==> src/rtl/tlfd_pkg.sv <==
// Shared types and constants for the typed length frame deframer.
package tlfd_pkg;

  localparam int unsigned ByteW    = 8;
  localparam int unsigned LenW     = 16;
  localparam int unsigned PaddrW   = 5;
  localparam int unsigned PdataW   = 32;

  localparam logic [ByteW-1:0] EventTypeRst  = 8'd1;
  localparam logic [ByteW-1:0] MsgTypeRst    = 8'd2;
  localparam logic [ByteW-1:0] EndMarkerRst  = 8'd85;
  localparam logic [ByteW-1:0] OverheadRst   = 8'd4;
  localparam logic [LenW-1:0]  MaxTotalRst   = 16'd64;

  // Register index (byte address / 4)
  typedef enum logic [2:0] {
    REG_EVENT_TYPE = 3'd0,
    REG_MSG_TYPE   = 3'd1,
    REG_END_MARKER = 3'd2,
    REG_OVERHEAD   = 3'd3,
    REG_MAX_TOTAL  = 3'd4
  } tlfd_reg_e;

  typedef enum logic [2:0] {
    PH_HUNT    = 3'd0,
    PH_LEN_HI  = 3'd1,
    PH_LEN_LO  = 3'd2,
    PH_PAYLOAD = 3'd3,
    PH_END     = 3'd4
  } tlfd_phase_e;

  typedef enum logic [1:0] {
    KIND_DATA = 2'd0,
    KIND_DONE = 2'd1,
    KIND_DROP = 2'd2
  } tlfd_kind_e;

  typedef enum logic [1:0] {
    CAUSE_NONE   = 2'd0,
    CAUSE_TYPE   = 2'd1,
    CAUSE_LENGTH = 2'd2,
    CAUSE_END    = 2'd3
  } tlfd_cause_e;

  typedef struct packed {
    logic [ByteW-1:0] event_type_code;
    logic [ByteW-1:0] message_type_code;
    logic [ByteW-1:0] end_marker_code;
    logic [ByteW-1:0] overhead_bytes;
    logic [LenW-1:0]  max_total_length;
  } tlfd_cfg_t;

  typedef struct packed {
    tlfd_kind_e       kind;
    logic             channel;
    logic [ByteW-1:0] data_byte;
    logic [LenW-1:0]  payload_length;
    tlfd_cause_e      drop_cause;
  } tlfd_result_t;

endpackage

==> src/rtl/tlfd_core.sv <==
// Frame phase machine: one received byte per accepted transaction, zero or one result.
module tlfd_core (
  input  logic                            clk_i,
  input  logic                            rst_ni,
  input  logic                            acc_i,
  input  logic [tlfd_pkg::ByteW-1:0]      rx_byte_i,
  input  tlfd_pkg::tlfd_cfg_t             cfg_i,
  output logic                            res_valid_o,
  output tlfd_pkg::tlfd_result_t          res_o
);
  import tlfd_pkg::*;

  tlfd_phase_e      phase_q, phase_d;
  logic             chan_q, chan_d;
  logic [ByteW-1:0] len_hi_q, len_hi_d;
  logic [LenW-1:0]  left_q, left_d;
  logic [LenW-1:0]  plen_q, plen_d;

  logic [LenW-1:0]  total;
  logic [LenW-1:0]  overhead_ext;
  logic [LenW-1:0]  total_net;
  logic             len_bad;

  assign total        = {len_hi_q, rx_byte_i};
  assign overhead_ext = {{(LenW-ByteW){1'b0}}, cfg_i.overhead_bytes};
  assign total_net    = total - overhead_ext;
  assign len_bad      = (total > cfg_i.max_total_length) || (total < overhead_ext);

  always_ff @(posedge clk_i or negedge rst_ni) begin
    if (!rst_ni) begin
      phase_q  <= PH_HUNT;
      chan_q   <= 1'b0;
      len_hi_q <= '0;
      left_q   <= '0;
      plen_q   <= '0;
    end else begin
      phase_q  <= phase_d;
      chan_q   <= chan_d;
      len_hi_q <= len_hi_d;
      left_q   <= left_d;
      plen_q   <= plen_d;
    end
  end

  always_comb begin
    phase_d     = phase_q;
    chan_d      = chan_q;
    len_hi_d    = len_hi_q;
    left_d      = left_q;
    plen_d      = plen_q;
    res_valid_o = 1'b0;
    res_o       = '{kind: KIND_DATA, channel: chan_q, data_byte: '0,
                    payload_length: '0, drop_cause: CAUSE_NONE};
    if (acc_i) begin
      case (phase_q)
        PH_LEN_HI: begin
          len_hi_d = rx_byte_i;
          phase_d  = PH_LEN_LO;
        end
        PH_LEN_LO: begin
          if (len_bad) begin
            phase_d          = PH_HUNT;
            res_valid_o      = 1'b1;
            res_o.kind       = KIND_DROP;
            res_o.drop_cause = CAUSE_LENGTH;
          end else begin
            plen_d  = total_net;
            left_d  = total_net;
            phase_d = (total_net == '0) ? PH_END : PH_PAYLOAD;
          end
        end
        PH_PAYLOAD: begin
          left_d          = left_q - 1'b1;
          phase_d         = (left_q == {{(LenW-1){1'b0}}, 1'b1}) ? PH_END : PH_PAYLOAD;
          res_valid_o     = 1'b1;
          res_o.data_byte = rx_byte_i;
        end
        PH_END: begin
          phase_d     = PH_HUNT;
          res_valid_o = 1'b1;
          if (rx_byte_i == cfg_i.end_marker_code) begin
            res_o.kind           = KIND_DONE;
            res_o.payload_length = plen_q;
          end else begin
            res_o.kind       = KIND_DROP;
            res_o.drop_cause = CAUSE_END;
          end
        end
        default: begin
          // Event code wins when both codes match.
          if (rx_byte_i == cfg_i.event_type_code) begin
            chan_d  = 1'b0;
            phase_d = PH_LEN_HI;
          end else if (rx_byte_i == cfg_i.message_type_code) begin
            chan_d  = 1'b1;
            phase_d = PH_LEN_HI;
          end else begin
            phase_d          = PH_HUNT;
            res_valid_o      = 1'b1;
            res_o.kind       = KIND_DROP;
            res_o.channel    = 1'b0;
            res_o.drop_cause = CAUSE_TYPE;
          end
        end
      endcase
    end
  end

  a_payload_left: assert property (@(posedge clk_i) disable iff (!rst_ni)
    phase_q == PH_PAYLOAD |-> left_q != '0)
    else $error("payload phase with no bytes left");

  a_len_hi_step: assert property (@(posedge clk_i) disable iff (!rst_ni)
    acc_i && phase_q == PH_LEN_HI |=> phase_q == PH_LEN_LO)
    else $error("high length byte did not advance to low length byte");

  a_len_hi_quiet: assert property (@(posedge clk_i) disable iff (!rst_ni)
    acc_i && phase_q == PH_LEN_HI |-> !res_valid_o)
    else $error("result produced on high length byte");

endmodule

==> src/rtl/typed_length_frame_deframer.sv <==
// Top level: register port, phase machine and output register with skid stage.
//
//   port group   dir  handshake             payload
//   rx input     in   in_valid_i/in_ready_o rx_byte_i
//   result       out  out_valid_o/out_ready_i result_kind_o, channel_o, data_byte_o,
//                                            payload_length_o, drop_cause_o
//   registers    in   APB psel/penable      paddr, pwdata, prdata
//
// One byte per cycle while in_ready_o is high. A single phase-machine pass feeds
// the output register, or the skid stage while the output register is stalled.
// in_ready_o drops only while the skid stage holds a result, i.e. after a stalled cycle.
// Reset puts the machine in hunt with registers at their defaults; no clearing pass.
module typed_length_frame_deframer (
  input  logic                               clk_i,
  input  logic                               rst_ni,
  input  logic                               in_valid_i,
  output logic                               in_ready_o,
  input  logic [tlfd_pkg::ByteW-1:0]         rx_byte_i,
  output logic                               out_valid_o,
  input  logic                               out_ready_i,
  output logic [1:0]                         result_kind_o,
  output logic                               channel_o,
  output logic [tlfd_pkg::ByteW-1:0]         data_byte_o,
  output logic [tlfd_pkg::LenW-1:0]          payload_length_o,
  output logic [1:0]                         drop_cause_o,
  input  logic                               psel,
  input  logic                               penable,
  input  logic                               pwrite,
  input  logic [tlfd_pkg::PaddrW-1:0]        paddr,
  input  logic [tlfd_pkg::PdataW-1:0]        pwdata,
  output logic [tlfd_pkg::PdataW-1:0]        prdata,
  output logic                               pready
);
  import tlfd_pkg::*;

  tlfd_cfg_t    cfg_q;
  tlfd_reg_e    reg_sel;
  logic         cfg_we;

  logic         acc;
  logic         res_valid;
  tlfd_result_t res;

  logic         out_valid_q, skid_valid_q;
  tlfd_result_t out_q, skid_q;
  logic         out_pop;

  // Register port
  assign pready  = 1'b1;
  assign reg_sel = tlfd_reg_e'(paddr[PaddrW-1:2]);
  assign cfg_we  = psel && penable && pwrite;

  always_ff @(posedge clk_i or negedge rst_ni) begin
    if (!rst_ni) begin
      cfg_q.event_type_code   <= EventTypeRst;
      cfg_q.message_type_code <= MsgTypeRst;
      cfg_q.end_marker_code   <= EndMarkerRst;
      cfg_q.overhead_bytes    <= OverheadRst;
      cfg_q.max_total_length  <= MaxTotalRst;
    end else if (cfg_we) begin
      case (reg_sel)
        REG_EVENT_TYPE: cfg_q.event_type_code   <= pwdata[ByteW-1:0];
        REG_MSG_TYPE:   cfg_q.message_type_code <= pwdata[ByteW-1:0];
        REG_END_MARKER: cfg_q.end_marker_code   <= pwdata[ByteW-1:0];
        REG_OVERHEAD:   cfg_q.overhead_bytes    <= pwdata[ByteW-1:0];
        REG_MAX_TOTAL:  cfg_q.max_total_length  <= pwdata[LenW-1:0];
        default: ;
      endcase
    end
  end

  always_comb begin
    case (reg_sel)
      REG_EVENT_TYPE: prdata = {{(PdataW-ByteW){1'b0}}, cfg_q.event_type_code};
      REG_MSG_TYPE:   prdata = {{(PdataW-ByteW){1'b0}}, cfg_q.message_type_code};
      REG_END_MARKER: prdata = {{(PdataW-ByteW){1'b0}}, cfg_q.end_marker_code};
      REG_OVERHEAD:   prdata = {{(PdataW-ByteW){1'b0}}, cfg_q.overhead_bytes};
      REG_MAX_TOTAL:  prdata = {{(PdataW-LenW){1'b0}}, cfg_q.max_total_length};
      default:        prdata = '0;
    endcase
  end

  // Datapath
  assign in_ready_o = !skid_valid_q;
  assign acc        = in_valid_i && in_ready_o;

  tlfd_core u_core (
    .clk_i       (clk_i),
    .rst_ni      (rst_ni),
    .acc_i       (acc),
    .rx_byte_i   (rx_byte_i),
    .cfg_i       (cfg_q),
    .res_valid_o (res_valid),
    .res_o       (res)
  );

  // Output register plus skid stage
  assign out_pop = out_valid_q && out_ready_i;

  always_ff @(posedge clk_i or negedge rst_ni) begin
    if (!rst_ni) begin
      out_valid_q  <= 1'b0;
      skid_valid_q <= 1'b0;
    end else begin
      // New results arrive only while the skid stage is empty.
      if (out_pop) begin
        skid_valid_q <= 1'b0;
      end else if (res_valid && out_valid_q) begin
        skid_valid_q <= 1'b1;
      end
      if (res_valid || (out_pop && skid_valid_q)) begin
        out_valid_q <= 1'b1;
      end else if (out_pop) begin
        out_valid_q <= 1'b0;
      end
    end
  end

  always_ff @(posedge clk_i) begin
    if (out_pop && skid_valid_q) begin
      out_q <= skid_q;
    end else if (res_valid && (!out_valid_q || out_pop)) begin
      out_q <= res;
    end
    if (res_valid && out_valid_q && !out_pop) begin
      skid_q <= res;
    end
  end

  assign out_valid_o      = out_valid_q;
  assign result_kind_o    = out_q.kind;
  assign channel_o        = out_q.channel;
  assign data_byte_o      = out_q.data_byte;
  assign payload_length_o = out_q.payload_length;
  assign drop_cause_o     = out_q.drop_cause;

  a_skid_behind_out: assert property (@(posedge clk_i) disable iff (!rst_ni)
    skid_valid_q |-> out_valid_q)
    else $error("skid stage full while output register empty");

  a_data_only_payload: assert property (@(posedge clk_i) disable iff (!rst_ni)
    out_valid_q && out_q.kind != KIND_DATA |-> out_q.data_byte == '0)
    else $error("data byte set on a non-payload result");

  a_len_only_done: assert property (@(posedge clk_i) disable iff (!rst_ni)
    out_valid_q && out_q.kind != KIND_DONE |-> out_q.payload_length == '0)
    else $error("payload length set on a result that is not frame complete");

endmodule
==> config.mk <==
export PLATFORM = sky130hd
export DESIGN_NAME = typed_length_frame_deframer
export DESIGN_NICKNAME = d
export VERILOG_FILES = /design/src/rtl/tlfd_pkg.sv /design/src/rtl/tlfd_core.sv /design/src/rtl/typed_length_frame_deframer.sv
export SDC_FILE = /design/constraint.sdc
export NUM_CORES = 1
export LEC_CHECK = 0
export BUFFER_PORTS_ARGS = -buffer_cell sky130_fd_sc_hd__buf_4
export CAP_MARGIN = 25
export CORE_MARGIN = 1
export CORE_UTILIZATION = 55
export DETAILED_ROUTE_END_ITERATION = 8
export PLACE_DENSITY = 0.88
export RECOVER_POWER = 100
export SYNTH_ARGS = -nofsm -noshare
export SYNTH_HDL_FRONTEND = slang
export SYNTH_SLANG_ARGS = --single-unit
==> constraint.sdc <==
create_clock -name clk_i -period 14.7 [get_ports clk_i]
set_clock_uncertainty 0.2 [all_clocks]
set_input_delay 1.47 -clock clk_i [delete_from_list [all_inputs] [get_ports clk_i]]
set_output_delay 1.47 -clock clk_i [all_outputs]
set_load 0.02 [all_outputs]
==> out/results.tsv, run 1 <==
stage	metric	value	unit
cts	number of gates given a new drive strength after cts	0	
route	number of vias after detailed routing	6413	
power	PD cells	181	nW/um^2
cells_and_area	final layout net count	947	
outcome	failing checks	max-capacitance violations, max-slew violations	
yosys	EDFF count, synth	58	
route	WL final	19400	um
sta	final critical path time including I/O delays and setup	5.57	ns
grt	vias in the first global route	6162	
sta	Max Slew Vio Count	107	
cts	CTS Hold Bufs	0	
sta	Hold WS	0.302	ns
worst_setup_path	critical path startpoint	rx_byte_i[0]	
sta	Final Hold Viols	0	
cts	Clock Root Buffer	clkbuf_16	
route	antenna-violating nets left	0	
die	Rows	44	
cts	buffers from clock root to sink, at most	2	
yosys	fraction of the yosys area taken by sequential cells	0.495	
worst_setup_path	worst endpoint required time	14.53	ns
worst_hold_path	number of cells on the worst hold path	1	
cells_and_area	relative area change from synthesis to final layout	13.5	%
grt	antenna violations before repair	0	
grt	pin count of the biggest net entering global routing	76	
route	average wire per standard cell	18.2	um
worst_hold_path	kind of path behind the tightest hold check	reg -> reg	
cts	H-Tree Depth	4	
grt	GR Util All Layers	0.258	
flow_run	Max-Cap Viols	4	
worst_setup_path	Data arrival, critical path	5.40	ns
route	Avg Vias per Cell	6.02	
cells_and_area	commonest cells after routing, fill and taps aside	86 x dfrtp_1, 60 x nand2_1, 58 x edfxtp_1	
worst_setup_path	FF-to-FF path depth	10	
route	met3 WL	1400	um
die	Std-Cell Core Area	14600	um^2
yosys	top cells by area, synth	dfrtp_1 26%, edfxtp_1 21%, mux2_2 5.8%	
place	RD Place Congestion	0.914	
cts	clock tree from TritonCTS	built	
outcome	run status	finished, violations left	
worst_setup_path	kind of launch point of the worst setup path	input pin	
worst_setup_path	reg-to-reg setup timing slack	10.26	ns
power	Leak Pwr	4.01	nW
worst_setup_path	critical path fanouts, max	29	
cells_and_area	# fillers	1171	
worst_setup_path	worst r2r dst	data_byte_o[4]	
worst_setup_path	kind of critical path	in -> reg	
die	Die Wd	125	um
yosys	most used flip-flop cell after synthesis	dfrtp_1	
route	highest routing layer actually used	met4	
sta	Relative slew margins	-0.412	
cells_and_area	Ant. Diodes	0	
die	initial core utilization	0.568	
yosys	yosys synthesis warning count	0	
route	met2 wire len	9130	um
yosys	Netlist Area Pre-Place	8280	um^2
yosys	number of instances in the synthesized netlist	797	
cts	later-pin clock latency in the skew report	0.43	ns
place	I/O Buffers	80	
sta	RSZ-0062 raised after global routing	no	
cts	number of CTS-inserted buffers	17	
worst_setup_path	timing endpoint of the critical path	data_byte_o[4]	
cts	clock slew seen by the registers of the worst setup and hold paths	0.07	ns
place	HPWL after detailed placement	13700	um
route	DRC	0	
sta	Fmax achieved	180	MHz
power	worst vdd rail ir drop	0.0982	mV
yosys	count of different cell masters after synthesis	67	
sta	slew of the pin with the lowest slew margin	2.12	ns
die	Die Span Y	125	um
route	iteration count of the initial detailed-routing pass	5	
cells_and_area	commonest non-fill, non-tap cell in the layout	dfrtp_1	
sta	final clock period utilization by the worst path	0.379	
yosys	dominant cell type by area after synthesis	dfrtp_1	
grt	wire length of the first global-routing pass	31300	um
grt	total overflow reported by the global router	0	
yosys	Synth Register Bits	152	
cts	post-CTS repair timing setup buffer count	0	
yosys	share of synthesized registers carrying an async set or reset	0.618	
cells_and_area	proportion of layout cells with a drive suffix above 1	0.143	
worst_setup_path	critical path capture point type	flip-flop	
die	full die area	15600	um^2
sta	Setup-failing EPs final	0	
route	total routed wire length on the met1 layer	8180	um
worst_setup_path	launching point of the worst reg2reg path	cfg_q[16]	
route	DRC violation total after the first TritonRoute iteration	421	
die	IO Pins	116	
sta	setup tns final	0	ns
yosys	average cell area after synthesis	10.4	um^2
cts	sinks on the clock net	152	
yosys	post-synth top area share	0.260	
-- worst max-delay path, stage by stage --
cell	delay (ns)
clkbuf_1	0.19
inv_1	0.24
ha_1	0.22
inv_1	0.06
fa_1	0.42
nand3_1	0.14
a21oi_1	0.12
nor4b_1	0.71
o21bai_1	0.27
a211oi_1	0.21
o32ai_4	0.23
clkbuf_1	1.11
-- cell type report --
cell class                      instances  area (um^2)  share of cell area
Timing Repair Buffer                   91          484              0.0515
Sequential cell                       152         4100               0.436
Clock inverter                         14          184              0.0196
Tap cell                              184          230              0.0245
Inverter                               43          161              0.0172
Multi-Input combinational cell        563         3810               0.405
Clock buffer                           18          429              0.0456
-- cells in the mapped netlist (3+ instances only) --
| cell type | n |
|---|---|
| mux2_2 | 43 |
| inv_1 | 43 |
| a221oi_1 | 3 |
| clkbuf_1 | 27 |
| nand3_1 | 13 |
| or3_1 | 4 |
| o21a_1 | 3 |
| xor2_1 | 12 |
| nor2_1 | 40 |
| and2_1 | 36 |
| mux2i_1 | 16 |
| nand3b_1 | 4 |
| dfstp_2 | 8 |
| nand2b_1 | 5 |
| buf_1 | 4 |
| dfrtp_1 | 86 |
| buf_2 | 5 |
| o21ai_0 | 57 |
| nand4_1 | 12 |
| nand2_1 | 60 |
| and4_1 | 3 |
| o211ai_1 | 3 |
| a31oi_1 | 5 |
| edfxtp_1 | 58 |
| xnor2_1 | 22 |
| nor4_1 | 5 |
| buf_4 | 17 |
| o22ai_1 | 13 |
| a211oi_1 | 5 |
| a21oi_1 | 44 |
| nor3_1 | 22 |
| a22oi_1 | 4 |
| nor3b_1 | 8 |
| ha_1 | 26 |
| o32a_1 | 3 |
| a21o_1 | 32 |
| nor2b_1 | 7 |
-- routing by layer --
| layer | vias to the layer above | GRT usage |
|---|---|---|
| met4 | 0 | 0.121 |
| met2 | 274 | 0.414 |
| li1 | 2985 | - |
| met5 | - | 0 |
| met1 | 3099 | 0.332 |
| met3 | 55 | 0.0563 |
-- stage by stage --
step | area [um^2] | cells | power (mW) | utilization | setup WS [ns]
after floorplan | 8340 | 812 | 1.07 | - | 8.73
after global placement | 8970 | 1030 | 1.24 | 0.615 | 9.96
after detailed placement | 8980 | 1031 | 1.26 | 0.616 | 9.94
after CTS | 9600 | 1063 | 1.72 | 0.658 | 10.09
after global routing | 9410 | 1065 | 1.79 | 0.645 | 8.30
final | 9410 | 1065 | 1.70 | 0.645 | 9.13
-- power by group --
part           internal [mW]  switching (mW)
combinational          0.215           0.351
sequential             0.581          0.0962
clock                  0.271           0.184
-- state kept, by name (all words and copies together) (netlist names) --
name	count
cfg_q	48
channel_o	1
data_byte_o	8
drop_cause_o	2
out_valid_o	1
payload_length_o	16
result_kind_o	2
skid_q	29
skid_valid_q	1
u_core.chan_q	1
u_core.left_q	16
u_core.len_hi_q	8
u_core.phase_q	3
u_core.plen_q	16
-- worst min path at each step --
stage | start | to
3_3_place_gp | u_core.plen_q[0] | u_core.plen_q[0]
5_1_grt | u_core.plen_q[3] | u_core.plen_q[3]
3_5_place_dp | u_core.plen_q[0] | u_core.plen_q[0]
2_1_floorplan | u_core.plen_q[0] | u_core.plen_q[0]
4_1_cts | u_core.plen_q[14] | u_core.plen_q[14]
6_report | u_core.plen_q[10] | u_core.plen_q[10]
-- cell families (layout without fill, tap and decap cells) --
group | count (synthesis) | after routing | share of synthesized area
AND/OR/NAND/NOR | 230 | 230 | 0.145
XOR/XNOR | 34 | 34 | 0.0359
buffers and inverters | 97 | 166 | 0.0533
multiplexers | 59 | 59 | 0.0778
adder cells (fa/ha/maj) | 27 | 27 | 0.0417
flip-flops | 152 | 152 | 0.495
AO/OA/AOI/OAI | 196 | 196 | 0.150
other | 2 | 17 | 0.000907
Note: power is estimated with default switching activity, not from simulation.
==> run 2: changes to the inputs <==
CORE_UTILIZATION = 52   (was 55)
PLACE_DENSITY = 0.87   (was 0.88)
clock period = 4.65 ns   (was 14.7 ns; I/O delays follow)
==> out/results.tsv, run 2 (synthesis results as in run 1) <==
stage	metric	value	unit
outcome	run status	finished, violations left	
outcome	failing checks	max-capacitance violations, max-slew violations	
die	Die Wd	128	um
cells_and_area	post-layout instance count excluding filler cells	1094	
place	post-placement worst setup slack	0.931	ns
worst_setup_path	critical path startpoint	u_core.len_hi_q[0]	
worst_setup_path	critical path capture point type	flip-flop	
cts	Clock Root Buffer	clkbuf_16	
die	initial core utilization	0.539	
cts	number of gates given a new drive strength after cts	0	
cells_and_area	register with the most flip-flops	cfg_q	
sta	setup tns final	0	ns
sta	RSZ-0062 raised after global routing	no	
power	PD cells	565	nW/um^2
sta	Relative slew margins	-0.165	
power	worst vdd rail ir drop	0.299	mV
die	Die Span Y	128	um
place	I/O Buffers	80	
cells_and_area	relative area change from synthesis to final layout	14.4	%
cts	sinks on the clock net	152	
sta	slew of the pin with the lowest slew margin	1.75	ns
worst_setup_path	Data arrival, critical path	3.70	ns
worst_hold_path	hold_sp	pwdata[8]	
sta	Fmax achieved	260	MHz
cells_and_area	number of flip-flops in the largest register	48	
worst_setup_path	kind of critical path	reg -> reg	
worst_setup_path	launching point of the worst reg2reg path	u_core.len_hi_q[0]	
place	placed insts	1059	
worst_setup_path	kind of launch point of the worst setup path	flip-flop	
grt	wire length of the first global-routing pass	30600	um
cells_and_area	commonest non-fill, non-tap cell in the layout	dfrtp_1	
cts	H-Tree Depth	4	
power	Leak Pwr	4.03	nW
worst_hold_path	kind of path behind the tightest hold check	in -> reg	
route	DRC violation total after the first TritonRoute iteration	399	
cts	number of CTS-inserted buffers	17	
cells_and_area	final core area utilization	0.617	
sta	setup ws final	0.800	ns
cts	later-pin clock latency in the skew report	0.43	ns
cts	clock slew seen by the registers of the worst setup and hold paths	0.06	ns
place	HPWL after detailed placement	13600	um
cells_and_area	# fillers	1270	
cts	clock tree from TritonCTS	built	
grt	GR Util All Layers	0.245	
sta	final clock period utilization by the worst path	0.828	
sta	Setup-failing EPs final	0	
cells_and_area	proportion of layout cells with a drive suffix above 1	0.152	
sta	final critical path time including I/O delays and setup	3.85	ns
grt	antenna violations before repair	0	
die	IO Pins	116	
route	iteration count of the initial detailed-routing pass	5	
sta	Final Hold Viols	0	
die	Rows	45	
grt	total overflow reported by the global router	0	
grt	vias in the first global route	6169	
route	Avg Vias per Cell	5.80	
cells_and_area	registers with the most flip-flops	cfg_q: 48 flops, skid_q: 29 flops	
place	RD Place Congestion	0.914	
route	number of vias after detailed routing	6347	
flow_run	Max-Cap Viols	2	
route	WL final	19100	um
route	DRC	0	
route	average wire per standard cell	17.5	um
cells_and_area	final layout net count	949	
die	Std-Cell Core Area	15400	um^2
cells_and_area	commonest cells after routing, fill and taps aside	86 x dfrtp_1, 60 x nand2_1, 58 x edfxtp_1	
cells_and_area	Ant. Diodes	0	
sta	Max Slew Vio Count	97	
cts	buffers from clock root to sink, at most	2	
grt	pin count of the biggest net entering global routing	64	
die	full die area	16400	um^2
worst_setup_path	worst endpoint required time	4.50	ns
worst_setup_path	critical path fanouts, max	29	
route	antenna-violating nets left	0	
## run 2: path summary, 6_finish.rpt
| kind | endpoint | slack, ns | cells after the start |
|---|---|---|---|
| setup reg to reg | data_byte_o[3] | 0.80 | 9 |
| min in group asynchronous | cfg_q[42] | 0.78 | 2 |
| max in group asynchronous | out_valid_o | 1.14 | 3 |
| setup / recovery | data_byte_o[3] | 0.80 | 9 |
| hold reg to reg | skid_valid_q | 0.30 | 2 |
| hold / removal | cfg_q[8] | 0.03 | 3 |
## run 2: area by class of cell
| type | instances | area (um^2) | area share |
|---|---|---|---|
| sequential | 152 | 4100 | 0.433 |
| multi-input combinational | 563 | 3820 | 0.403 |
| timing repair buffer | 93 | 524 | 0.0553 |
| clock buffer | 17 | 425 | 0.0449 |
| tap | 211 | 264 | 0.0279 |
| clock inverter | 15 | 179 | 0.0189 |
| inverter | 43 | 161 | 0.0170 |
## run 2: layer usage
metal | vias to the layer above | track usage | share of wire
met4 | 0 | 0.124 | 0.033
li1 | 2994 | - | -
met1 | 3048 | 0.305 | 0.43
met2 | 260 | 0.408 | 0.48
met5 | - | 0 | 0
met3 | 45 | 0.0447 | 0.061
## run 2: per-stage QoR
step	cell area [um^2]	total power, mW	hold slack, ns
detailed placement	9030	4.00	0.274
CTS	9640	5.43	0.0226
finish	9480	5.36	0.0296
global placement	9020	3.93	0.270
floorplan	8350	3.39	-0.0306
global route	9480	5.63	0.0462
## run 2: what timing repair did
| item | in CTS | in global routing |
|---|---|---|
| hold buffers | 1 | 0 |
| buffers inserted | 0 | 0 |
| hold endpoints to repair | 54 | 0 |
## run 2: where the power goes
group | total, mW | switching, mW | internal [mW] | leakage [nW]
clock | 1.41 | 0.601 | 0.813 | 0.292
combinational | 1.80 | 1.12 | 0.690 | 2.07
sequential | 2.14 | 0.310 | 1.83 | 1.67
## run 2: critical path, stage by stage (launching register included)
cell and delay (ns):
dfrtp_1 0.65, ha_1 0.32, and4_1 0.20, nand2b_1 0.10, a221o_1 0.14, o2111a_1 0.31
o21bai_1 0.15, a211oi_1 0.80, o32ai_4 0.13, clkbuf_2 0.45
